### src/rtl/core/kcrs_pkg.sv
// ----------------------------------------------------------------------------
// kcrs_pkg: shared types and helpers for the region sign solver
// Sizes, payload structs, status codes, sequencer states and label arithmetic.
// ----------------------------------------------------------------------------
package kcrs_pkg;

  localparam int MAX_NODES = 16;
  localparam int LABELS    = 2 * MAX_NODES + 1;
  localparam int NODE_W    = $clog2(MAX_NODES);
  localparam int CNT_W     = NODE_W + 1;
  localparam int LAB_W     = $clog2(LABELS);
  localparam int RGN_W     = LAB_W + 1;

  // Region sign codes as stored in the sign memory.
  localparam logic [1:0] SG_NONE  = 2'd0;
  localparam logic [1:0] SG_PLUS  = 2'd1;
  localparam logic [1:0] SG_MINUS = 2'd2;

  typedef enum logic [1:0] {
    ST_OK         = 2'd0,
    ST_MALFORMED  = 2'd1,
    ST_WALK       = 2'd2,
    ST_NO_DIAGRAM = 2'd3
  } status_t;

  typedef struct packed {
    logic [5:0] even_partner;
    logic       crossing_negative;
    logic       last;
  } in_t;

  typedef struct packed {
    logic [3:0] node_index;
    logic       region_sign_negative;
    logic       crossing_sign_negative;
    status_t    status;
    logic       last_result;
  } out_t;

  typedef enum logic [5:0] {
    S_LOAD, S_V_RD, S_V_CHK, S_V_MARK, S_INIT_RD, S_INIT_SET, S_SP_A, S_SP_B,
    S_RI_PASS, S_RI_NODE, S_RI_RD, S_RI_CHK, S_RI_MARK, S_IS_RD, S_IS_CHK,
    S_IL_TEST, S_IL_PT, S_IL_SS, S_IL_SL, S_RI_NEXT, S_CH_RD, S_CH_CHK,
    S_CH_NEXT, S_CS_INIT, S_CS_RD, S_CS_CHK, S_T_RD, S_T_CHK, S_AC_START,
    S_AC_DOWN, S_AC_CHK, S_FL_RD, S_FL_SIGN, S_FL_SET, S_FL_NEXT, S_OUT_RD,
    S_OUT_SET, S_OUT_WAIT
  } state_t;

  // Next label around the cycle of 1..nlab.
  function automatic logic [LAB_W-1:0] lab_nxt(input logic [LAB_W-1:0] l,
                                               input logic [LAB_W-1:0] nlab);
    return (l >= nlab) ? LAB_W'(1) : l + LAB_W'(1);
  endfunction

  function automatic logic [LAB_W-1:0] lab_prv(input logic [LAB_W-1:0] l,
                                               input logic [LAB_W-1:0] nlab);
    return (l <= LAB_W'(1)) ? nlab : l - LAB_W'(1);
  endfunction

  // True when label i lies on the arc from s to e, wrapping around.
  function automatic logic in_arc(input logic [LAB_W-1:0] i,
                                  input logic [LAB_W-1:0] s,
                                  input logic [LAB_W-1:0] e);
    if (e >= s) return (i >= s) && (i <= e);
    return (i >= s) || (i <= e);
  endfunction

  // Opposite sign code: plus and minus trade places.
  function automatic logic [1:0] sg_swap(input logic [1:0] c);
    return {c[0], c[1]};
  endfunction

endpackage

### src/rtl/core/knot_code_region_sign_solver_top.sv
// ----------------------------------------------------------------------------
// knot_code_region_sign_solver_top: region signs of a knot diagram from its code
// Loads a Dowker-Thistlethwaite code and solves the region sign of each node.
// ----------------------------------------------------------------------------
// Code entries are taken while loading; the solve then runs for a data
// dependent time, set by the single read port of each memory, through node
// checking, the inheritance passes with their cycle walks and loop scans, and
// the backtracking search with a walk of every region for each candidate.
// Each sign pair is written in two steps, S_SP_A then S_SP_B. Each result is
// held until the sink is ready, and the next is read only after it is taken.
// Reset (rst, synchronous) returns to loading with the sign and visit memories marked empty.
module knot_code_region_sign_solver_top
  import kcrs_pkg::*;
(
  input  logic clk,
  input  logic rst,
  input  logic in_valid,
  output logic in_ready,
  input  in_t  in_data,
  output logic out_valid,
  input  logic out_ready,
  output out_t out_data
);

  // Sequencer registers.
  state_t state, state_next, ret_state, ret_state_next;
  logic [CNT_W-1:0] node_count, node_count_next, n, n_next, k, k_next;
  logic [CNT_W-1:0] depth, depth_next, count, count_next, total, total_next;
  logic overflow, overflow_next, in_loop, in_loop_next, again, again_next;
  logic [LAB_W-1:0] nlab, nlab_next, i_lab, i_lab_next, node, node_next;
  logic [LAB_W-1:0] start, start_next, stop, stop_next, lab, lab_next;
  logic [LAB_W-1:0] ptl, ptl_next, sp_l, sp_l_next, sp_p, sp_p_next;
  logic [LAB_W-1:0] tstart, tstart_next;
  logic [1:0] ss, ss_next, sp_code, sp_code_next;
  logic [RGN_W-1:0] regions, regions_next;
  logic tv, tv_next, tv0, tv0_next;
  logic out_valid_next;
  out_t out_data_next;

  // Partner memory: odd entries from the code, even entries filled on check.
  logic [LAB_W-1:0] part_mem [LABELS];
  logic p_we;
  logic [LAB_W-1:0] p_wa, p_wd, p_ra, p_rd;

  // Loaded crossing signs.
  logic cs_mem [MAX_NODES];
  logic cs_we, cs_wd, cs_rd;
  logic [NODE_W-1:0] cs_wa, cs_ra;

  // Region sign memory, with per-entry valid bits so a solve starts unsigned.
  logic [1:0] sg_mem [LABELS];
  logic [LABELS-1:0] sg_vld;
  logic sg_we, sg_clr, sg_rv;
  logic [LAB_W-1:0] sg_wa, sg_ra;
  logic [1:0] sg_wd, sg_rd, sg_rdv;

  // Visit mark memory, cleared at once through its valid bits.
  logic [1:0] vi_mem [LABELS];
  logic [LABELS-1:0] vi_vld;
  logic vi_we, vi_clr, vi_rv;
  logic [LAB_W-1:0] vi_wa, vi_ra;
  logic [1:0] vi_wd, vi_rd, vi_rdv;

  // Backtracking counter: {choice bit, node} per depth.
  logic [NODE_W:0] ch_mem [MAX_NODES];
  logic ch_we;
  logic [NODE_W-1:0] ch_wa, ch_ra;
  logic [NODE_W:0] ch_wd, ch_rd;

  // Memories. A read of the entry being written returns the new data.
  always_ff @(posedge clk) begin
    if (p_we) part_mem[p_wa] <= p_wd;
    p_rd <= (p_we && p_wa == p_ra) ? p_wd : part_mem[p_ra];
    if (cs_we) cs_mem[cs_wa] <= cs_wd;
    cs_rd <= (cs_we && cs_wa == cs_ra) ? cs_wd : cs_mem[cs_ra];
    if (sg_we) sg_mem[sg_wa] <= sg_wd;
    sg_rd <= (sg_we && sg_wa == sg_ra) ? sg_wd : sg_mem[sg_ra];
    sg_rv <= (sg_we && sg_wa == sg_ra) || sg_vld[sg_ra];
    if (vi_we) vi_mem[vi_wa] <= vi_wd;
    vi_rd <= (vi_we && vi_wa == vi_ra) ? vi_wd : vi_mem[vi_ra];
    vi_rv <= (vi_we && vi_wa == vi_ra) || vi_vld[vi_ra];
    if (ch_we) ch_mem[ch_wa] <= ch_wd;
    ch_rd <= (ch_we && ch_wa == ch_ra) ? ch_wd : ch_mem[ch_ra];
  end

  always_ff @(posedge clk) begin
    if (rst) begin
      sg_vld <= '0;
      vi_vld <= '0;
    end else begin
      if (sg_clr) sg_vld <= '0;
      if (sg_we) sg_vld[sg_wa] <= 1'b1;
      if (vi_clr) vi_vld <= '0;
      if (vi_we) vi_vld[vi_wa] <= 1'b1;
    end
  end

  // An entry not written since the last clear reads as zero (unsigned, unvisited).
  assign sg_rdv = sg_rv ? sg_rd : SG_NONE;
  assign vi_rdv = vi_rv ? vi_rd : 2'd0;

  always_ff @(posedge clk) begin
    if (rst) begin
      state      <= S_LOAD;
      node_count <= '0;
      overflow   <= 1'b0;
      out_valid  <= 1'b0;
    end else begin
      state      <= state_next;
      node_count <= node_count_next;
      overflow   <= overflow_next;
      out_valid  <= out_valid_next;
    end
  end

  always_ff @(posedge clk) begin
    ret_state <= ret_state_next;
    n <= n_next;             k <= k_next;           depth <= depth_next;
    count <= count_next;     total <= total_next;   in_loop <= in_loop_next;
    again <= again_next;     nlab <= nlab_next;     i_lab <= i_lab_next;
    node <= node_next;       start <= start_next;   stop <= stop_next;
    lab <= lab_next;         ptl <= ptl_next;       sp_l <= sp_l_next;
    sp_p <= sp_p_next;       tstart <= tstart_next; ss <= ss_next;
    sp_code <= sp_code_next; regions <= regions_next;
    tv <= tv_next;           tv0 <= tv0_next;       out_data <= out_data_next;
  end

  always_comb begin
    logic fail;
    logic [1:0] fail_code;
    logic [1:0] bit_m;
    logic [LAB_W-1:0] a_lab, nl, odd_lab;
    logic [CNT_W-1:0] n_eff;
    logic stored, ovf, nv;

    fail = 1'b0;           fail_code = ST_OK;
    bit_m = 2'd0;          a_lab = '0;   nl = '0;   nv = 1'b0;
    odd_lab = LAB_W'({k[NODE_W-1:0], 1'b1});
    stored = node_count < CNT_W'(MAX_NODES);
    ovf = overflow | ~stored;
    n_eff = node_count + CNT_W'(stored);

    state_next = state;       ret_state_next = ret_state;
    node_count_next = node_count; overflow_next = overflow;
    n_next = n;  k_next = k;  depth_next = depth;  count_next = count;
    total_next = total;  in_loop_next = in_loop;  again_next = again;
    nlab_next = nlab;  i_lab_next = i_lab;  node_next = node;
    start_next = start;  stop_next = stop;  lab_next = lab;  ptl_next = ptl;
    sp_l_next = sp_l;  sp_p_next = sp_p;  tstart_next = tstart;  ss_next = ss;
    sp_code_next = sp_code;  regions_next = regions;  tv_next = tv;  tv0_next = tv0;
    out_valid_next = out_valid;  out_data_next = out_data;

    in_ready = 1'b0;
    p_we = 1'b0;  p_wa = '0;  p_wd = '0;  p_ra = '0;
    cs_we = 1'b0; cs_wa = '0; cs_wd = 1'b0; cs_ra = '0;
    sg_we = 1'b0; sg_wa = '0; sg_wd = SG_NONE; sg_ra = '0; sg_clr = 1'b0;
    vi_we = 1'b0; vi_wa = '0; vi_wd = 2'd0; vi_ra = '0; vi_clr = 1'b0;
    ch_we = 1'b0; ch_wa = '0; ch_wd = '0; ch_ra = '0;

    unique case (state)
      S_LOAD: begin
        in_ready = 1'b1;
        if (in_valid) begin
          if (stored) begin
            p_we = 1'b1;
            p_wa = LAB_W'({node_count[NODE_W-1:0], 1'b1});
            p_wd = in_data.even_partner;
            cs_we = 1'b1;
            cs_wa = node_count[NODE_W-1:0];
            cs_wd = in_data.crossing_negative;
            node_count_next = node_count + CNT_W'(1);
          end else begin
            overflow_next = 1'b1;
          end
          if (in_data.last) begin
            node_count_next = '0;
            overflow_next = 1'b0;
            if (ovf || n_eff < CNT_W'(2)) begin
              fail = 1'b1;
              fail_code = ST_MALFORMED;
            end else begin
              n_next = n_eff;
              nlab_next = LAB_W'({n_eff, 1'b0});
              k_next = '0;
              sg_clr = 1'b1;
              vi_clr = 1'b1;
              state_next = S_V_RD;
            end
          end
        end
      end
      S_V_RD: begin
        p_ra = odd_lab;
        state_next = S_V_CHK;
      end
      S_V_CHK: begin
        if (p_rd == '0 || p_rd[0] || p_rd > nlab) begin
          fail = 1'b1;
          fail_code = ST_MALFORMED;
        end else begin
          vi_ra = p_rd;
          ptl_next = p_rd;
          state_next = S_V_MARK;
        end
      end
      S_V_MARK: begin
        if (vi_rdv != 2'd0) begin
          fail = 1'b1;
          fail_code = ST_MALFORMED;
        end else begin
          vi_we = 1'b1;  vi_wa = ptl;  vi_wd = 2'd1;
          p_we = 1'b1;   p_wa = ptl;   p_wd = odd_lab;
          k_next = k + CNT_W'(1);
          state_next = (k + CNT_W'(1) == n) ? S_INIT_RD : S_V_RD;
        end
      end
      S_INIT_RD: begin
        p_ra = LAB_W'(1);
        state_next = S_INIT_SET;
      end
      S_INIT_SET: begin
        sp_l_next = LAB_W'(1);
        sp_p_next = p_rd;
        sp_code_next = SG_PLUS;
        total_next = '0;
        ret_state_next = S_RI_PASS;
        state_next = S_SP_A;
      end
      S_SP_A: begin
        sg_we = 1'b1;  sg_wa = sp_l;  sg_wd = sp_code;
        state_next = S_SP_B;
      end
      S_SP_B: begin
        sg_we = 1'b1;  sg_wa = sp_p;  sg_wd = sg_swap(sp_code);
        state_next = ret_state;
      end
      S_RI_PASS: begin
        again_next = 1'b0;
        i_lab_next = LAB_W'(1);
        state_next = S_RI_NODE;
      end
      S_RI_NODE: begin
        vi_clr = 1'b1;
        node_next = i_lab;
        state_next = S_RI_RD;
      end
      S_RI_RD: begin
        vi_ra = node;
        p_ra = node;
        state_next = S_RI_CHK;
      end
      S_RI_CHK: begin
        if (vi_rdv != 2'd0) begin
          start_next = p_rd;
          state_next = S_IS_RD;
        end else begin
          ptl_next = p_rd;
          vi_ra = p_rd;
          state_next = S_RI_MARK;
        end
      end
      S_RI_MARK: begin
        if (vi_rdv != 2'd0) begin
          fail = 1'b1;
          fail_code = ST_WALK;
        end else begin
          vi_we = 1'b1;  vi_wa = ptl;  vi_wd = 2'd1;
          node_next = lab_nxt(node, nlab);
          state_next = S_RI_RD;
        end
      end
      S_IS_RD: begin
        p_ra = start;
        state_next = S_IS_CHK;
      end
      S_IS_CHK: begin
        stop_next = p_rd;
        if (lab_nxt(start, nlab) == p_rd || lab_nxt(p_rd, nlab) == start) begin
          fail = 1'b1;
          fail_code = ST_WALK;
        end else begin
          lab_next = lab_nxt(p_rd, nlab);
          in_loop_next = 1'b0;
          state_next = S_IL_TEST;
        end
      end
      S_IL_TEST: begin
        if (lab == start) begin
          state_next = S_RI_NEXT;
        end else begin
          p_ra = lab;
          state_next = S_IL_PT;
        end
      end
      S_IL_PT: begin
        ptl_next = p_rd;
        if (in_arc(p_rd, start, stop)) begin
          sg_ra = start;
          state_next = S_IL_SS;
        end else begin
          lab_next = lab_nxt(lab, nlab);
          state_next = S_IL_TEST;
        end
      end
      S_IL_SS: begin
        ss_next = sg_rdv;
        sg_ra = lab;
        state_next = S_IL_SL;
      end
      S_IL_SL: begin
        // At most one of the two spreads can fire: the first needs a signed
        // start, the second an unsigned one.
        in_loop_next = ~in_loop;
        lab_next = lab_nxt(lab, nlab);
        ret_state_next = S_IL_TEST;
        state_next = S_IL_TEST;
        if (ss != SG_NONE && sg_rdv == SG_NONE) begin
          sp_l_next = lab;
          sp_p_next = ptl;
          sp_code_next = in_loop ? sg_swap(ss) : ss;
          again_next = 1'b1;
          total_next = total + CNT_W'(1);
          state_next = S_SP_A;
        end else if (ss == SG_NONE && sg_rdv != SG_NONE) begin
          sp_l_next = start;
          sp_p_next = stop;
          sp_code_next = in_loop ? sg_swap(sg_rdv) : sg_rdv;
          again_next = 1'b1;
          total_next = total + CNT_W'(1);
          state_next = S_SP_A;
        end
      end
      S_RI_NEXT: begin
        if (i_lab == nlab) begin
          k_next = '0;
          if (again) begin
            state_next = S_RI_PASS;
          end else if (total < n - CNT_W'(1)) begin
            depth_next = '0;
            state_next = S_CH_RD;
          end else begin
            state_next = S_OUT_RD;
          end
        end else begin
          i_lab_next = i_lab + LAB_W'(1);
          state_next = S_RI_NODE;
        end
      end
      S_CH_RD: begin
        sg_ra = odd_lab;
        p_ra = odd_lab;
        state_next = S_CH_CHK;
      end
      S_CH_CHK: begin
        if (sg_rdv != SG_NONE) begin
          state_next = S_CH_NEXT;
        end else begin
          ch_we = 1'b1;
          ch_wa = depth[NODE_W-1:0];
          ch_wd = {1'b0, k[NODE_W-1:0]};
          depth_next = depth + CNT_W'(1);
          sp_l_next = odd_lab;
          sp_p_next = p_rd;
          sp_code_next = SG_PLUS;
          ret_state_next = S_CH_NEXT;
          state_next = S_SP_A;
        end
      end
      S_CH_NEXT: begin
        if (k + CNT_W'(1) == n) begin
          count_next = depth;
          state_next = S_CS_INIT;
        end else begin
          k_next = k + CNT_W'(1);
          state_next = S_CH_RD;
        end
      end
      S_CS_INIT: begin
        vi_clr = 1'b1;
        regions_next = '0;
        i_lab_next = LAB_W'(1);
        state_next = S_CS_RD;
      end
      S_CS_RD: begin
        vi_ra = i_lab;
        state_next = S_CS_CHK;
      end
      S_CS_CHK: begin
        if (vi_rdv != 2'd3) begin
          regions_next = regions + RGN_W'(1);
          tstart_next = i_lab;
          lab_next = i_lab;
          tv0_next = (vi_rdv == 2'd0 || vi_rdv == 2'd2);
          tv_next = (vi_rdv == 2'd0 || vi_rdv == 2'd2);
          state_next = S_T_RD;
        end else if (i_lab == nlab) begin
          k_next = '0;
          state_next = (regions == RGN_W'(n) + RGN_W'(2)) ? S_OUT_RD : S_AC_START;
        end else begin
          i_lab_next = i_lab + LAB_W'(1);
          state_next = S_CS_RD;
        end
      end
      S_T_RD: begin
        a_lab = tv ? lab : lab_prv(lab, nlab);
        vi_ra = lab;
        sg_ra = a_lab;
        p_ra = a_lab;
        state_next = S_T_CHK;
      end
      S_T_CHK: begin
        bit_m = tv ? 2'b01 : 2'b10;
        if ((vi_rdv & bit_m) != 2'd0) begin
          state_next = S_AC_START;
        end else begin
          vi_we = 1'b1;  vi_wa = lab;  vi_wd = vi_rdv | bit_m;
          if (tv) begin
            nl = (sg_rdv == SG_PLUS) ? lab_nxt(p_rd, nlab) : p_rd;
            nv = (sg_rdv == SG_PLUS);
          end else begin
            nl = (sg_rdv == SG_PLUS) ? p_rd : lab_nxt(p_rd, nlab);
            nv = (sg_rdv != SG_PLUS);
          end
          lab_next = nl;
          tv_next = nv;
          state_next = (nl == tstart && nv == tv0) ? S_CS_RD : S_T_RD;
        end
      end
      S_AC_START: begin
        depth_next = count;
        state_next = S_AC_DOWN;
      end
      S_AC_DOWN: begin
        if (depth == '0) begin
          fail = 1'b1;
          fail_code = ST_NO_DIAGRAM;
        end else begin
          depth_next = depth - CNT_W'(1);
          ch_ra = NODE_W'(depth - CNT_W'(1));
          state_next = S_AC_CHK;
        end
      end
      S_AC_CHK: begin
        state_next = ch_rd[NODE_W] ? S_AC_DOWN : S_FL_RD;
      end
      S_FL_RD: begin
        ch_ra = depth[NODE_W-1:0];
        state_next = S_FL_SIGN;
      end
      S_FL_SIGN: begin
        ch_we = 1'b1;
        ch_wa = depth[NODE_W-1:0];
        ch_wd = {~ch_rd[NODE_W], ch_rd[NODE_W-1:0]};
        lab_next = LAB_W'({ch_rd[NODE_W-1:0], 1'b1});
        sg_ra = LAB_W'({ch_rd[NODE_W-1:0], 1'b1});
        p_ra = LAB_W'({ch_rd[NODE_W-1:0], 1'b1});
        state_next = S_FL_SET;
      end
      S_FL_SET: begin
        sp_l_next = lab;
        sp_p_next = p_rd;
        sp_code_next = sg_swap(sg_rdv);
        ret_state_next = S_FL_NEXT;
        state_next = S_SP_A;
      end
      S_FL_NEXT: begin
        if (depth + CNT_W'(1) == count) begin
          state_next = S_CS_INIT;
        end else begin
          depth_next = depth + CNT_W'(1);
          state_next = S_FL_RD;
        end
      end
      S_OUT_RD: begin
        sg_ra = odd_lab;
        cs_ra = k[NODE_W-1:0];
        state_next = S_OUT_SET;
      end
      S_OUT_SET: begin
        out_data_next.node_index = 4'(k[NODE_W-1:0]);
        out_data_next.region_sign_negative = (sg_rdv == SG_MINUS);
        out_data_next.crossing_sign_negative = cs_rd;
        out_data_next.status = ST_OK;
        out_data_next.last_result = (k + CNT_W'(1) == n);
        out_valid_next = 1'b1;
        state_next = S_OUT_WAIT;
      end
      S_OUT_WAIT: begin
        if (out_ready) begin
          out_valid_next = 1'b0;
          if (out_data.last_result) begin
            state_next = S_LOAD;
          end else begin
            k_next = k + CNT_W'(1);
            state_next = S_OUT_RD;
          end
        end
      end
      default: state_next = S_LOAD;
    endcase

    // A failed run ends in a single transaction carrying only its status.
    if (fail) begin
      out_data_next.node_index = '0;
      out_data_next.region_sign_negative = 1'b0;
      out_data_next.crossing_sign_negative = 1'b0;
      out_data_next.status = status_t'(fail_code);
      out_data_next.last_result = 1'b1;
      out_valid_next = 1'b1;
      state_next = S_OUT_WAIT;
    end
  end

  // The block never takes a code entry while a result is on offer.
  a_no_overlap: assert property (@(posedge clk) disable iff (rst)
    !(in_ready && out_valid))
    else $error("input taken while a result is pending");

  // The final code entry starts a solve or a failure result; loading stops right after it.
  a_last_stops_load: assert property (@(posedge clk) disable iff (rst)
    (in_valid && in_ready && in_data.last) |=> !in_ready)
    else $error("loading continued after the final entry");

  // A failure status is always the only and final transaction of a run.
  a_fail_is_last: assert property (@(posedge clk) disable iff (rst)
    (out_valid && out_data.status != ST_OK) |-> out_data.last_result)
    else $error("failure result not marked final");

  // Only real signs are ever written into the sign memory.
  a_sign_written: assert property (@(posedge clk) disable iff (rst)
    sg_we |-> (sg_wd == SG_PLUS || sg_wd == SG_MINUS))
    else $error("unsigned code written to the sign memory");

  // The load counter never runs past the node capacity.
  a_count_bound: assert property (@(posedge clk) disable iff (rst)
    node_count <= CNT_W'(MAX_NODES))
    else $error("node counter overran");

endmodule

### config.mk
export PLATFORM = sky130hd
export DESIGN_NAME = knot_code_region_sign_solver_top
export DESIGN_NICKNAME = d
export VERILOG_FILES = /design/src/rtl/core/kcrs_pkg.sv /design/src/rtl/core/knot_code_region_sign_solver_top.sv
export SDC_FILE = /design/constraint.sdc
export NUM_CORES = 1
export LEC_CHECK = 0
export BUFFER_PORTS_ARGS = -buffer_cell sky130_fd_sc_hd__buf_2
export CELL_PAD_IN_SITES_DETAIL_PLACEMENT = 1
export CELL_PAD_IN_SITES_GLOBAL_PLACEMENT = 2
export CORE_UTILIZATION = 48
export CTS_CLUSTER_SIZE = 16
export DETAILED_ROUTE_END_ITERATION = 10
export PLACE_DENSITY_LB_ADDON = 0.3
export SLEW_MARGIN = 0
export SYNTH_ARGS = -nofsm -noshare
export SYNTH_HDL_FRONTEND = slang
export SYNTH_SLANG_ARGS = --single-unit
### constraint.sdc
create_clock -name clk -period 11.36 [get_ports clk]
set_input_delay 1.136 -clock clk [delete_from_list [all_inputs] [get_ports clk]]
set_output_delay 1.136 -clock clk [all_outputs]
set_load 0.005 [all_outputs]
## Yosys cells after proc, flatten, opt, wreduce, memory -nomap -nowiden

Memory sizes are Yosys's and may differ from the RTL's. A register that Yosys moved wholly into a read port is not among the register bits.
Index checks and enable logic that the tools add are counted.

| storage, ports and cells | value |
|---|---|
| memory bits (writable) | 426 |
| output and inout bits | 11 |
| memories | 5 |
| register bits after elaboration | 190 |

| operators by class | value |
|---|---|
| add/subtract/negate cells | 15 |
| reduce and logical (&&, ||, !) cells | 73 |
| $lt $le $gt $ge | 18 |
| bitwise gates (word level) | 9 |
| muxes and demuxes | 212 |
| eq/ne operators | 85 |

Memory list:

| name | words | bits a word | rd ports | clocked after Yosys merged registers in | write ports | RTL line | text |
|---|---|---|---|---|---|---|---|
| part_mem | 33 | 6 | 1 | 1 | 1 | knot_code_region_sign_solver_top.sv:41 | `logic [LAB_W-1:0] part_mem [LABELS];` |
| ch_mem | 16 | 5 | 1 | 1 | 1 | knot_code_region_sign_solver_top.sv:65 | `logic [NODE_W:0] ch_mem [MAX_NODES];` |
| sg_mem | 33 | 2 | 1 | 1 | 1 | knot_code_region_sign_solver_top.sv:51 | `logic [1:0] sg_mem [LABELS];` |
| vi_mem | 33 | 2 | 1 | 1 | 1 | knot_code_region_sign_solver_top.sv:58 | `logic [1:0] vi_mem [LABELS];` |
| cs_mem | 16 | 1 | 1 | 1 | 1 | knot_code_region_sign_solver_top.sv:46 | `logic cs_mem [MAX_NODES];` |

Operators with widths:

| operator | count |
|---|---|
| 6-bit 2-to-1 mux | 52 |
| 6-bit case mux with 37 select lines | 1 |
| 33-bit 2-to-1 mux | 6 |
| 5-bit 2-to-1 mux | 24 |
| 6-bit by 5-bit equality test with 1-bit output, second input constant | 16 |
| 33-bit bitwise OR | 2 |
| 1-bit 2-to-1 mux | 60 |
| 6-bit case mux with 2 select lines | 5 |
| 6-bit case mux with 5 select lines | 2 |
| 6-bit case mux with 3 select lines | 3 |
| 6-bit by 4-bit equality test with 1-bit output, second input constant | 8 |
| 6-bit case mux with 4 select lines | 2 |
| 2-bit != test, second input constant | 23 |
| 6-bit equality test | 7 |
| 6-bit case mux with 7 select lines | 1 |
| 4-bit 2-to-1 mux | 10 |
| 6-bit equality test, second input constant | 6 |
| 6-bit >= comparator | 6 |
| 6-bit case mux with 6 select lines | 1 |
| 2-bit 2-to-1 mux | 16 |
| 6-bit by 1-bit adder with 6-bit output, second input constant | 5 |
| 3-bit != test, second input constant | 10 |
| 5-bit case mux with 6 select lines | 1 |
| 6-bit by 7-bit < comparator with 1-bit output, second input constant | 4 |
| 56 further kinds | 141 |

## Logic depth before layout (Yosys ltp)

Gate-level depths: netlist of the first run.

| logic depth | value |
|---|---|
| depth in word-level cells | 12 |
| depth in mapped cells | 24 |
| mapped depth without buffers | 19 |

## Worst setup path before layout of the first run

OpenSTA, ideal clock, no wires.

| timing | value |
|---|---|
| path type | register -> register |
| from | reg with a tool-made name |
| to | reg lab[0] (enable) |
| data arrival time | 4.563 ns |
| data required time | 11.002 ns |
| library setup time | 0.358 ns |
| period minus slack after synthesis | 4.920 ns |
| cell stages (with the launch flop) | 19 |
| slack | 6.440 ns |
| buffers on the path | 3 |
| cells stage by stage | dfxtp_1 buf_6 buf_6 buf_2 mux2i_1 a22oi_1 a21oi_1 nor4_2 mux2i_2 clkinv_1 ha_1 a21o_1 a221o_1 a21oi_1 nand3b_1 xnor2_1 a41o_1 or3_1 a211oi_2 |

RTL lines:

| element | RTL line | text |
|---|---|---|
| to (signal assigned) | knot_code_region_sign_solver_top.sv:122 | `lab <= lab_next; ptl <= ptl_next; sp_l <= sp_l_next;` |
| to (decl) | knot_code_region_sign_solver_top.sv:31 | `logic [LAB_W-1:0] start, start_next, stop, stop_next, lab, lab_next;` |

==> metrics.md, run 1 <==
| Metric | Value |
|---|---|
| Clk sinks | 642 |
| Placement Cell Area | around 32000 um2 |
| GR Overflow Total | 0 |
| Pleak | approximately 12 nW |
| Vias in the first global route | 22.6k |
| DRT iter0 DRCs | 2128 |
| Reg2Reg Depth | 18 |
| Net count, final | around 2.6k |
| Multi-input logic area | about 12000 um2 |
| RSZ-0062 raised after global routing | no |
| Final setup violation count | 0 |
| Critical path's top delay family | compound AO/OA/AOI/OAI gates |
| CP Class | flop to flop |
| Hold EP | vi_vld[0]$_SDFF_PP0_ |
| Crit-path cells | buf_4 -> mux2i_1 -> a22oi_1 -> a21oi_1 -> nor4_2 -> mux2i_2 -> clkinv_1 -> ha_1 -> a21o_1 -> a221o_1 -> a31oi_1 -> nand2_1 -> a21o_1 -> xnor2_1 -> nor2_1 -> a41o_1 -> or3_1 -> a211oi_2 |
| HPWL after DPL | approximately 66000 um |
| Largest net degree at the start of global routing | between 70 and 80 |
| Final Hold Viols | 0 |
| Int Pwr | 4.90 mW |
| Hold depth | 2 |
| Worst Path Required | approximately 12 ns |
| Hold-fix buffers, CTS | 0 |
| Gate power share | 30.8% |
| Wire per inst | between 20 and 30 um |
| Critical R2R Capture | lab[5]$_DFFE_PP_ |
| Type of the most critical hold path | flop to flop |
| Fill cell count | around 6.4k |
| Critical path's largest stage delay | 0.88 ns |
| I/O Pins | 23 |
| Layout overhead on the synthesized area | 10.1% |
| Worst-Margin Slew | 1.34 ns |
| Sequential element share of the synthesized area | between 50% and 60% |
| Async SR Flop Fraction | 0% |
| Die span in y | around 260 um |
| Initial Util | just under 50% |
| Slew Viols, Final | 0 |
| Worst vdd ir | 0.123 mV |
| Clk Tree Root Cell | clkbuf_16 |
| Critical path arrival | between 7 and 8 ns |
| Global Route Usage Sum | between 20% and 30% |
| Total routed wirelength | about 95000 um |
| Setup TNS | 0 ns |
| Synth top area share | ~51% |
| Crit. End Element | flop |
| Number of remaining DRC errors | 0 |
| Post-layout util | between 50 and 60% |
| Syn_area_per_cell | 12.1 um2 |
| Count of cell types in the netlist | around 100 |
| Number of synthesized flops with an enable pin | 528 |
| Rows | between 90 and 100 |
| Clock Tree Buf Depth | 3 |
| Port Buf Inserts | 22 |
| R2R Setup Slk | a little under 4 ns |
| Hold_ws | approximately 0.46 ns |
| ANT nets after route | 0 |
| H-tree depth | 3 |
| CTS tree | yes |
| Post-CTS Resized | 0 |
| Die Width | ~260 um |
| Startpoint Class | flop |
| Skew-Pair Late Insertion Delay | 0.62 ns |
| Clk_skew | 0.0209 ns |
| First-pass GRT wire length | approximately 140000 um |
| Drt pass-1 iters | 9 |
| Total setup buffers inserted after CTS | 0 |
| Syn Nets | 2634 |
| Min Tclk post-route | about 7.5 ns |
| Commonest cells after routing, fill and taps aside | edfxtp_1 (528), nor2_1 (315), nand2_1 (183) |
| Final Cycle Share | 65.6% |
| Net Switching | ~2.8 mW |
| Core ar. | approximately 63000 um2 |
| Routability cong. | approximately 0.95 |
| CP Max Fanout | 60 |
| Max-slew headroom | about a tenth |
| Antenna violations before repair | 2 |
| YS warnings | 0 |
| Pwr Density | ~220 nW/um2 |
| Clock power share | around 30% |
| Commonest non-fill, non-tap cell in the layout | edfxtp_1 |
| Number of max-cap violations | 0 |
| Via count | ~22k |
| Via density | around 6.3 |
| Most used cell, CP | a21o_1 |
| Slowest CP cell | buf_4 |
| Final instance area | ~34000 um2 |
| Mapped cell area | 31000 um2 |
| Clock Pin Slew Worst Setup and Hold Paths | 0.06 ns |
| CTS buffer count | 70 |
| Synth top area cells | edfxtp_1 (51%), dfxtp_1 (7.4%), mux4_2 (4.6%), mux2i_1 (4.2%), nor2_1 (3.8%) |
| Layout cell share with drive strength beyond 1 | 11.1% |
| Sequential Area | between 15000 and 20000 um2 |
| Switch share | a little over a third |
| N_diodes | 0 |
| Reg power frac | just under 40% |
| Hold path start | vi_vld[0]$_SDFF_PP0_ |
| Max Fclk | 134 MHz |
| Ys flop type | edfxtp_1 |
| Run status | completed |
| Mapped Cells | approximately 2.6k |
| CP Buf/Inv Count | 2 |
| Synth area leader | edfxtp_1 |
| Synth Register Bits | between 600 and 700 |
| Die Footprint | approximately 66000 um2 |
==> cell usage after synthesis, types with 27 or more instances <==
| cell | instances |
|---|---|
| xor2_1 | 35 |
| inv_1 | 74 |
| clkbuf_1 | 90 |
| ha_1 | 63 |
| dfxtp_1 | 114 |
| nand2_1 | 183 |
| nand3_1 | 63 |
| o21ai_0 | 71 |
| a21oi_1 | 158 |
| mux4_2 | 63 |
| nor3_1 | 57 |
| nand2b_1 | 27 |
| edfxtp_1 | 528 |
| a22oi_1 | 82 |
| nor2_1 | 315 |
| xnor2_1 | 47 |
| mux2i_1 | 131 |
==> state kept, by name, indices dropped and copies added, names as in the netlist, 7 cells and up, named ones only <==
name and count:
out_data 9, vi_mem 66, regions 7, sg_mem 66, part_mem 198, sg_vld 33
vi_vld 33, ch_mem 80, cs_mem 16
==> kinds of logic (layout without fill, tap and decap cells) <==
group                      after synthesis  after routing  synth area share (%)
muxes                                  208            208                  9.39
buffers and inverters                  228            279                  3.28
and+or+nand+nor                        798            798                  11.9
xor gates and xnor gates                82             82                  2.32
DFF                                    642            642                  58.6
adders and majority gates               63             63                  2.54
AOI/OAI and AO/OA                      538            538                  12.0
==> tightest hold or removal path: stages (launching register included) <==
cell	delay, ns
dfxtp_1	0.31
nand2_1	0.05
a21oi_1	0.05
==> final cells by class <==
type | instances | share of cell area (%)
sequential | 642 | 53.2
multi-input combinational | 1689 | 34.7
timing repair buffer | 65 | 1.27
tap | 846 | 3.10
clock buffer | 96 | 5.72
inverter | 84 | 0.928
clock inverter | 34 | 1.10
==> power by group through the flow <==
stage / clock network, mW / logic, mW / registers, mW
3_5_place_dp: 0 / 2.30 / 3.03
5_1_grt: 2.42 / 2.53 / 3.00
2_1_floorplan: 0 / 1.69 / 2.87
4_1_cts: 2.35 / 2.33 / 2.98
3_3_place_gp: 0 / 2.25 / 3.02
6_report: 2.32 / 2.37 / 2.99
==> through the flow <==
step / std cells / total power [mW] / setup WS, ns
finish: 3456 / 7.67 / 3.90
global route: 3456 / 7.95 / 3.43
CTS: 3456 / 7.66 / 3.90
detailed placement: 3326 / 5.34 / 3.99
global placement: 3326 / 5.27 / 4.28
floorplan: 2559 / 4.55 / 6.44
==> routing by layer <==
metal	track usage, %	share of wire [%]	up-vias
li1	-	-	9687
met1	39.9	44	11100
met2	46.6	47	788
met3	5.27	6.8	160
met4	7.88	2.3	2
met5	0	0.014	-
==> worst max-delay path by stage <==
stage / cells past startpoint / to / slack [ns] / startpoint
floorplan: 18 / lab[0]$_DFFE_PP_ / 6.44 / flop
global placement: 16 / lab[1]$_DFFE_PP_ / 4.28 / flop
detailed placement: 18 / out_data[2]$_DFFE_PP_ / 3.99 / flop
CTS: 18 / out_data[2]$_DFFE_PP_ / 3.90 / flop
global route: 16 / out_data[2]$_DFFE_PP_ / 3.43 / flop
finish: 18 / lab[5]$_DFFE_PP_ / 3.90 / flop
Power figures use the tool's default switching activity.
==> inputs of run 2 (changes only) <==
--- a/config.mk
+++ b/config.mk
@@ -8,7 +8,7 @@
 export BUFFER_PORTS_ARGS = -buffer_cell sky130_fd_sc_hd__buf_2
 export CELL_PAD_IN_SITES_DETAIL_PLACEMENT = 1
 export CELL_PAD_IN_SITES_GLOBAL_PLACEMENT = 2
-export CORE_UTILIZATION = 48
+export CORE_UTILIZATION = 40
 export CTS_CLUSTER_SIZE = 16
 export DETAILED_ROUTE_END_ITERATION = 10
 export PLACE_DENSITY_LB_ADDON = 0.3
==> constraint.sdc (replaced) <==
create_clock -name clk -period 6.64 [get_ports clk]
set_input_delay 0.664 -clock clk [delete_from_list [all_inputs] [get_ports clk]]
set_output_delay 0.664 -clock clk [all_outputs]
set_load 0.005 [all_outputs]
==> run 2 against run 1 <==
Net effect:
- sequential share of layout area shrank 0.60 points
- via count fell by 0.40%
- combinational power grew 75%
- sequential power is 71% higher
- first-iteration DRC count down 11%
- design area is 1.1% higher
- worst setup slack worse by 3.1 ns
- critical path type unchanged
- largest cell class unchanged
==> metrics.md, run 2 (synthesis results as in run 1) <==
| Metric | Value |
|---|---|
| Final Cycle Share | between 80 and 90% |
| Rows | about 100 |
| ANT nets after route | 0 |
| Initial Util | 40.6% |
| Clk Tree Root Cell | clkbuf_16 |
| Net count, final | between 2k and 3k |
| Commonest cells after routing, fill and taps aside | edfxtp_1 (528), nor2_1 (315), nand2_1 (183) |
| R2R Setup Slk | roughly 0.76 ns |
| Startpoint Class | flop |
| Worst Path Required | between 6 and 7 ns |
| Clk_skew | ~0.028 ns |
| Antenna violations before repair | 4 |
| Pleak | about 12 nW |
| Most flops, register | part_mem |
| Pwr Density | between 300 and 400 nW/um2 |
| Final Hold Viols | 0 |
| Most used cell, CP | a21oi_1 |
| CP Class | flop to flop |
| Layout overhead on the synthesized area | 11.4% |
| Critical R2R Capture | out_data[1]$_DFFE_PP_ |
| Fill cell count | approximately 8.0k |
| Setup TNS | 0 ns |
| GR Overflow Total | 0 |
| I/O Pins | 23 |
| Number of max-cap violations | 0 |
| Max Fclk | about 170 MHz |
| Clock Tree Buf Depth | 3 |
| Global Route Usage Sum | 24.4% |
| Total power | roughly 13 mW |
| CTS tree | yes |
| Post-CTS Resized | 0 |
| Slew Viols, Final | 0 |
| Critical path arrival | between 6 and 7 ns |
| Critical path's largest stage delay | 0.82 ns |
| Post-layout util | between 40% and 50% |
| Via count | 21.7k |
| Hold-fix buffers, CTS | 0 |
| Sequential Area | between 15000 and 20000 um2 |
| Port Buf Inserts | 22 |
| Total setup buffers inserted after CTS | 0 |
| Commonest non-fill, non-tap cell in the layout | edfxtp_1 |
| Via density | roughly 6 |
| Worst-Margin Slew | 1.40 ns |
| Die Footprint | a little under 80000 um2 |
| H-tree depth | 3 |
| Type of the most critical hold path | flop to flop |
| Biggest regs | part_mem: 198 flops, ch_mem: 80 flops |
| Clock Pin Slew Worst Setup and Hold Paths | 0.06 ns |
| Worst vdd ir | about 0.24 mV |
| Clk sinks | about 640 |
| Max-slew headroom | 6.81% |
| Routability cong. | between 0.9 and 1 |
| RSZ-0062 raised after global routing | no |
| Crit-path cells | buf_12 -> mux2i_1 -> a22oi_1 -> a21oi_1 -> nor4_1 -> a21boi_1 -> inv_1 -> buf_4 -> ha_1 -> a21o_1 -> a221o_1 -> a21oi_1 -> nand3b_1 -> xnor2_1 -> a41o_1 -> a211oi_2 -> nand2_1 |
| Max reg flops | a little under 200 |
| Reg2Reg Depth | 17 |
| Hold EP | vi_vld[3]$_SDFF_PP0_ |
| Run status | completed |
| Hold depth | 2 |
| CTS buffer count | between 70 and 80 |
| Slowest CP cell | a211oi_2 |
| HPWL after DPL | between 60000 and 70000 um |
| First-pass GRT wire length | about 140000 um |
| Skew-Pair Late Insertion Delay | about 0.63 ns |
| Vias in the first global route | 22.4k |
| DRT iter0 DRCs | about 1.9k |
| Wire per inst | ~26 um |
| Final setup violation count | 0 |
| Die span in y | about 280 um |
| Largest net degree at the start of global routing | between 70 and 80 |
| Multi-input logic area | about 12000 um2 |
| Hold path start | vi_vld[3]$_SDFF_PP0_ |
| Die Width | 280 um |
| Crit. End Element | flop |
| Drt pass-1 iters | 8 |
| Number of remaining DRC errors | 0 |
| Layout cell share with drive strength beyond 1 | a little under an eighth |
| CP Max Fanout | 55 |
| Core ar. | approximately 76000 um2 |
| Min Tclk post-route | 5.88 ns |
| Total routed wirelength | approximately 96000 um |
[run 2: cell types whose count changed in the layout (fill, tap and decap cells not counted), moves of 3 or more]
| cell | delta |
|---|---|
| clkinv_1 | +9 |
| clkbuf_16 | +4 |
| clkbuf_1 | -3 |
| buf_4 | +11 |
| inv_6 | -4 |
[run 2: cell type report]
| type | instances | area share, % |
|---|---|---|
| Antenna cell | 1 | 0.00725 |
| Tap cell | 1030 | 3.74 |
| Inverter | 84 | 0.917 |
| Sequential cell | 642 | 52.6 |
| Timing Repair Buffer | 77 | 1.55 |
| Clock buffer | 95 | 5.83 |
| Multi-Input combinational cell | 1689 | 34.3 |
| Clock inverter | 39 | 1.07 |
[run 2: through the flow]
| stage | worst slack [ns] | instance area (um2) | hold slack (ns) | instances |
|---|---|---|---|---|
| 3_5_place_dp | 0.830 | 32100 | 0.454 | 3522 |
| 6_report | 0.759 | 34500 | 0.462 | 3657 |
| 2_1_floorplan | 1.72 | 31000 | 0.424 | 2559 |
| 3_3_place_gp | 1.00 | 32100 | 0.444 | 3522 |
| 4_1_cts | 0.823 | 34500 | 0.460 | 3656 |
| 5_1_grt | 0.515 | 34500 | 0.485 | 3656 |
[run 2: per-layer routing]
layer	global-route usage [%]	vias up	part of all wire, %	routed length [um]
met4	8.43	2	2.9	2820
li1	-	9714	-	-
met3	3.42	179	5.5	5220
met2	39.5	630	47	45400
met1	33.5	11100	44	42200
met5	0	-	0.012	11
[run 2: worst max path at each step]
stage | startpoint | to | cells past startpoint
after floorplan | flop | lab[0]$_DFFE_PP_ | 18
after global placement | flop | out_data[1]$_DFFE_PP_ | 17
after detailed placement | flop | out_data[2]$_DFFE_PP_ | 17
after CTS | flop | out_data[1]$_DFFE_PP_ | 17
after global routing | flop | out_data[1]$_DFFE_PP_ | 17
final | flop | out_data[1]$_DFFE_PP_ | 17
[run 2: critical path: cells and delay by family (launching register included)]
kind	cells	cell delay (ns)
AO/OA/AOI/OAI	8	2.70
XOR/XNOR	1	0.19
adder cells (fa/ha/maj)	1	0.25
buffers and inverters	3	0.63
flip-flops	1	0.61
multiplexers	1	0.13
AND/OR/NAND/NOR	3	0.99
[run 2: where the power goes]
group | internal [mW] | total, mW | switching, mW
logic | 1.40 | 4.15 | 2.75
registers | 4.76 | 5.10 | 0.341
clock network | 2.35 | 4.01 | 1.67
total | 8.51 | 13.3 | 4.76
==> inputs of run 3 (changes only) <==
--- a/config.mk
+++ b/config.mk
@@ -8,7 +8,8 @@
 export BUFFER_PORTS_ARGS = -buffer_cell sky130_fd_sc_hd__buf_2
 export CELL_PAD_IN_SITES_DETAIL_PLACEMENT = 1
 export CELL_PAD_IN_SITES_GLOBAL_PLACEMENT = 2
-export CORE_UTILIZATION = 40
+export CORE_UTILIZATION = 42
+export CTS_BUF_LIST = sky130_fd_sc_hd__clkbuf_8
 export CTS_CLUSTER_SIZE = 16
 export DETAILED_ROUTE_END_ITERATION = 10
 export PLACE_DENSITY_LB_ADDON = 0.3
==> run 3 against run 2 <==
Net effect:
- the flow now finishes with violations (DRC)
- critical endpoint is now out_data[2]$_DFFE_PP_
- design area decreased by 0.42%
- sequential power about the same
- core utilization increased by 1.9 points
- critical path type unchanged
- largest cell class unchanged
==> metrics.md, run 3 (synthesis results as in run 1) <==
| Metric | Value |
|---|---|
| Run status | finished with violations |
| Failing checks | DRC |
| Die span in y | about 270 um |
| RSZ-0062 raised after global routing | no |
| Max Fclk | approximately 170 MHz |
| Clock Tree Buf Depth | 3 |
| Core ar. | about 73000 um2 |
| Number of remaining DRC errors | 3 |
| GR Overflow Total | 0 |
| CTS buffer count | about 110 |
| CP Capture Point | out_data[2]$_DFFE_PP_ |
| Most flops, register | part_mem |
| Final Hold Viols | 0 |
| Global Route Usage Sum | 25.8% |
| Clk_skew | roughly 0.064 ns |
| Post-CTS Resized | 0 |
| Vias in the first global route | between 20k and 25k |
| Reg2Reg Depth | 18 |
| Skew-Pair Late Insertion Delay | 0.75 ns |
| Rows | roughly 100 |
| HPWL after DPL | 68200 um |
| Crit. End Element | flop |
| Port Buf Inserts | 22 |
| Hold-fix buffers, CTS | 0 |
| Fill cell count | approximately 7.6k |
| CP Class | flop to flop |
| Clock Pin Slew Worst Setup and Hold Paths | 0.06 ns |
| Worst vdd ir | 0.230 mV |
| Antenna violations before repair | 1 |
| Number of max-cap violations | 0 |
| Die Footprint | about 75000 um2 |
| Pleak | around 12 nW |
| ANT nets after route | 0 |
| Biggest regs | part_mem: 198 flops, ch_mem: 80 flops |
| Layout cell share with drive strength beyond 1 | between 10% and 20% |
| Total setup buffers inserted after CTS | 0 |
| Final setup violation count | 0 |
| Met3 GRT Util | roughly 3.9% |
| Net count, final | around 2.7k |
| GRT met2 Usage | between 40% and 50% |
| Largest net degree at the start of global routing | just under 80 |
| Clk Tree Root Cell | clkbuf_8 |
| Slew Viols, Final | 0 |
| Commonest cells after routing, fill and taps aside | edfxtp_1 (528), nor2_1 (315), nand2_1 (183) |
| Routability cong. | roughly 0.96 |
| Type of the most critical hold path | input pin to flop |
| Critical R2R Capture | out_data[2]$_DFFE_PP_ |
| Grt peak-use layer | met2 |
| H-tree depth | 3 |
| Pwr Density | between 300 and 400 nW/um2 |
| Total routed wirelength | around 97000 um |
| Initial Util | 42.5% |
| Worst Path Required | slightly above 7 ns |
| DRT iter0 DRCs | approximately 1.8k |
| Worst-Margin Slew | approximately 1.2 ns |
| Hold depth | 2 |
| Post-layout util | a little under half |
| CTS tree | yes |
| CP Max Fanout | 21 |
| Drt pass-1 iters | 11 |
| Startpoint Class | flop |
| Layout overhead on the synthesized area | 10.9% |
| Grt met1 use | 35.3% |
| First-pass GRT wire length | between 100000 and 150000 um |
| Max reg flops | 198 |
| Via count | 21.9k |
| I/O Pins | 23 |
| Critical path arrival | 6.40 ns |
| Max-slew headroom | 18.0% |
| Die Width | around 270 um |
| Min Tclk post-route | slightly below 6 ns |
| Wire per inst | about 26 um |
| Final Cycle Share | approximately nine tenths |
| Clk sinks | ~640 |
| R2R Setup Slk | between 0.6 and 0.7 ns |
| Commonest non-fill, non-tap cell in the layout | edfxtp_1 |
| Via density | 5.99 |
| Setup TNS | 0 ns |
[run 3: changes by cell type in the layout (fill, tap and decap cells not counted), moves of 4 or more]
cell and delta:
clkbuf_1 -14, clkinv_2 +8, clkbuf_16 -75, clkbuf_8 +110, bufinv_16 +6, inv_1 +26
buf_4 +4, clkinv_1 +9
[run 3: per-layer routing]
| layer | part of all wire [%] | vias up | wire [um] |
|---|---|---|---|
| met4 | 2.3 | 0 | 2230 |
| met3 | 5.9 | 163 | 5660 |
| met1 | 44 | 11300 | 42600 |
| li1 | - | 9799 | - |
| met5 | 0 | - | 0 |
| met2 | 48 | 684 | 46200 |
[run 3: worst max-delay path, stage by stage (launching register included)]
cell      delay, ns
dfxtp_1        0.60
and2_1         0.78
a22oi_1        0.18
a21oi_1        0.37
nor4_4         0.13
a21boi_2       0.15
buf_4          0.20
inv_2          0.12
ha_1           0.30
and3_1         0.21
a221o_1        0.46
a31oi_1        0.20
nand2_1        0.18
a21o_1         0.26
xnor2_1        0.16
nor2_1         0.06
a41o_1         0.28
a211oi_2       0.81
nand2_1        0.21
[run 3: how the worst min path moves through the flow]
stage,from,to
finish,in_data[0],overflow$_SDFFE_PP0P_
global route,in_data[0],overflow$_SDFFE_PP0P_
CTS,in_data[0],overflow$_SDFFE_PP0P_
detailed placement,vi_vld[3]$_SDFF_PP0_,vi_vld[3]$_SDFF_PP0_
global placement,vi_vld[3]$_SDFF_PP0_,vi_vld[3]$_SDFF_PP0_
floorplan,depth[2]$_DFFE_PP_,count[2]$_DFFE_PP_
[run 3: where the power goes]
part           switching, mW  internal [mW]  total (mW)
combinational           2.70           1.42        4.11
sequential             0.373           4.75        5.13
clock                   1.73           2.06        3.80
total                   4.81           8.23        13.0
[run 3: cell type report]
class,count,area [um2],share of cell area (%)
Sequential cell,642,18100,52.8
Multi-Input combinational cell,1689,11800,34.4
Clock buffer,116,1600,4.65
Tap cell,959,1200,3.49
Clock inverter,86,701,2.04
Timing Repair Buffer,81,566,1.65
Inverter,84,317,0.921
Antenna cell,1,2.50,0.00728
[run 3: per-stage QoR]
stage	std cells	cell area, um2	hold slack, ns	setup WS [ns]	total power, mW
final	3658	34400	0.387	0.689	13.0
after floorplan	2559	31000	0.424	1.72	7.79
after global placement	3455	32100	0.441	0.928	9.15
after global routing	3658	34400	0.398	0.366	13.6
after CTS	3657	34400	0.333	0.736	13.1
after detailed placement	3455	32100	0.461	0.775	9.25
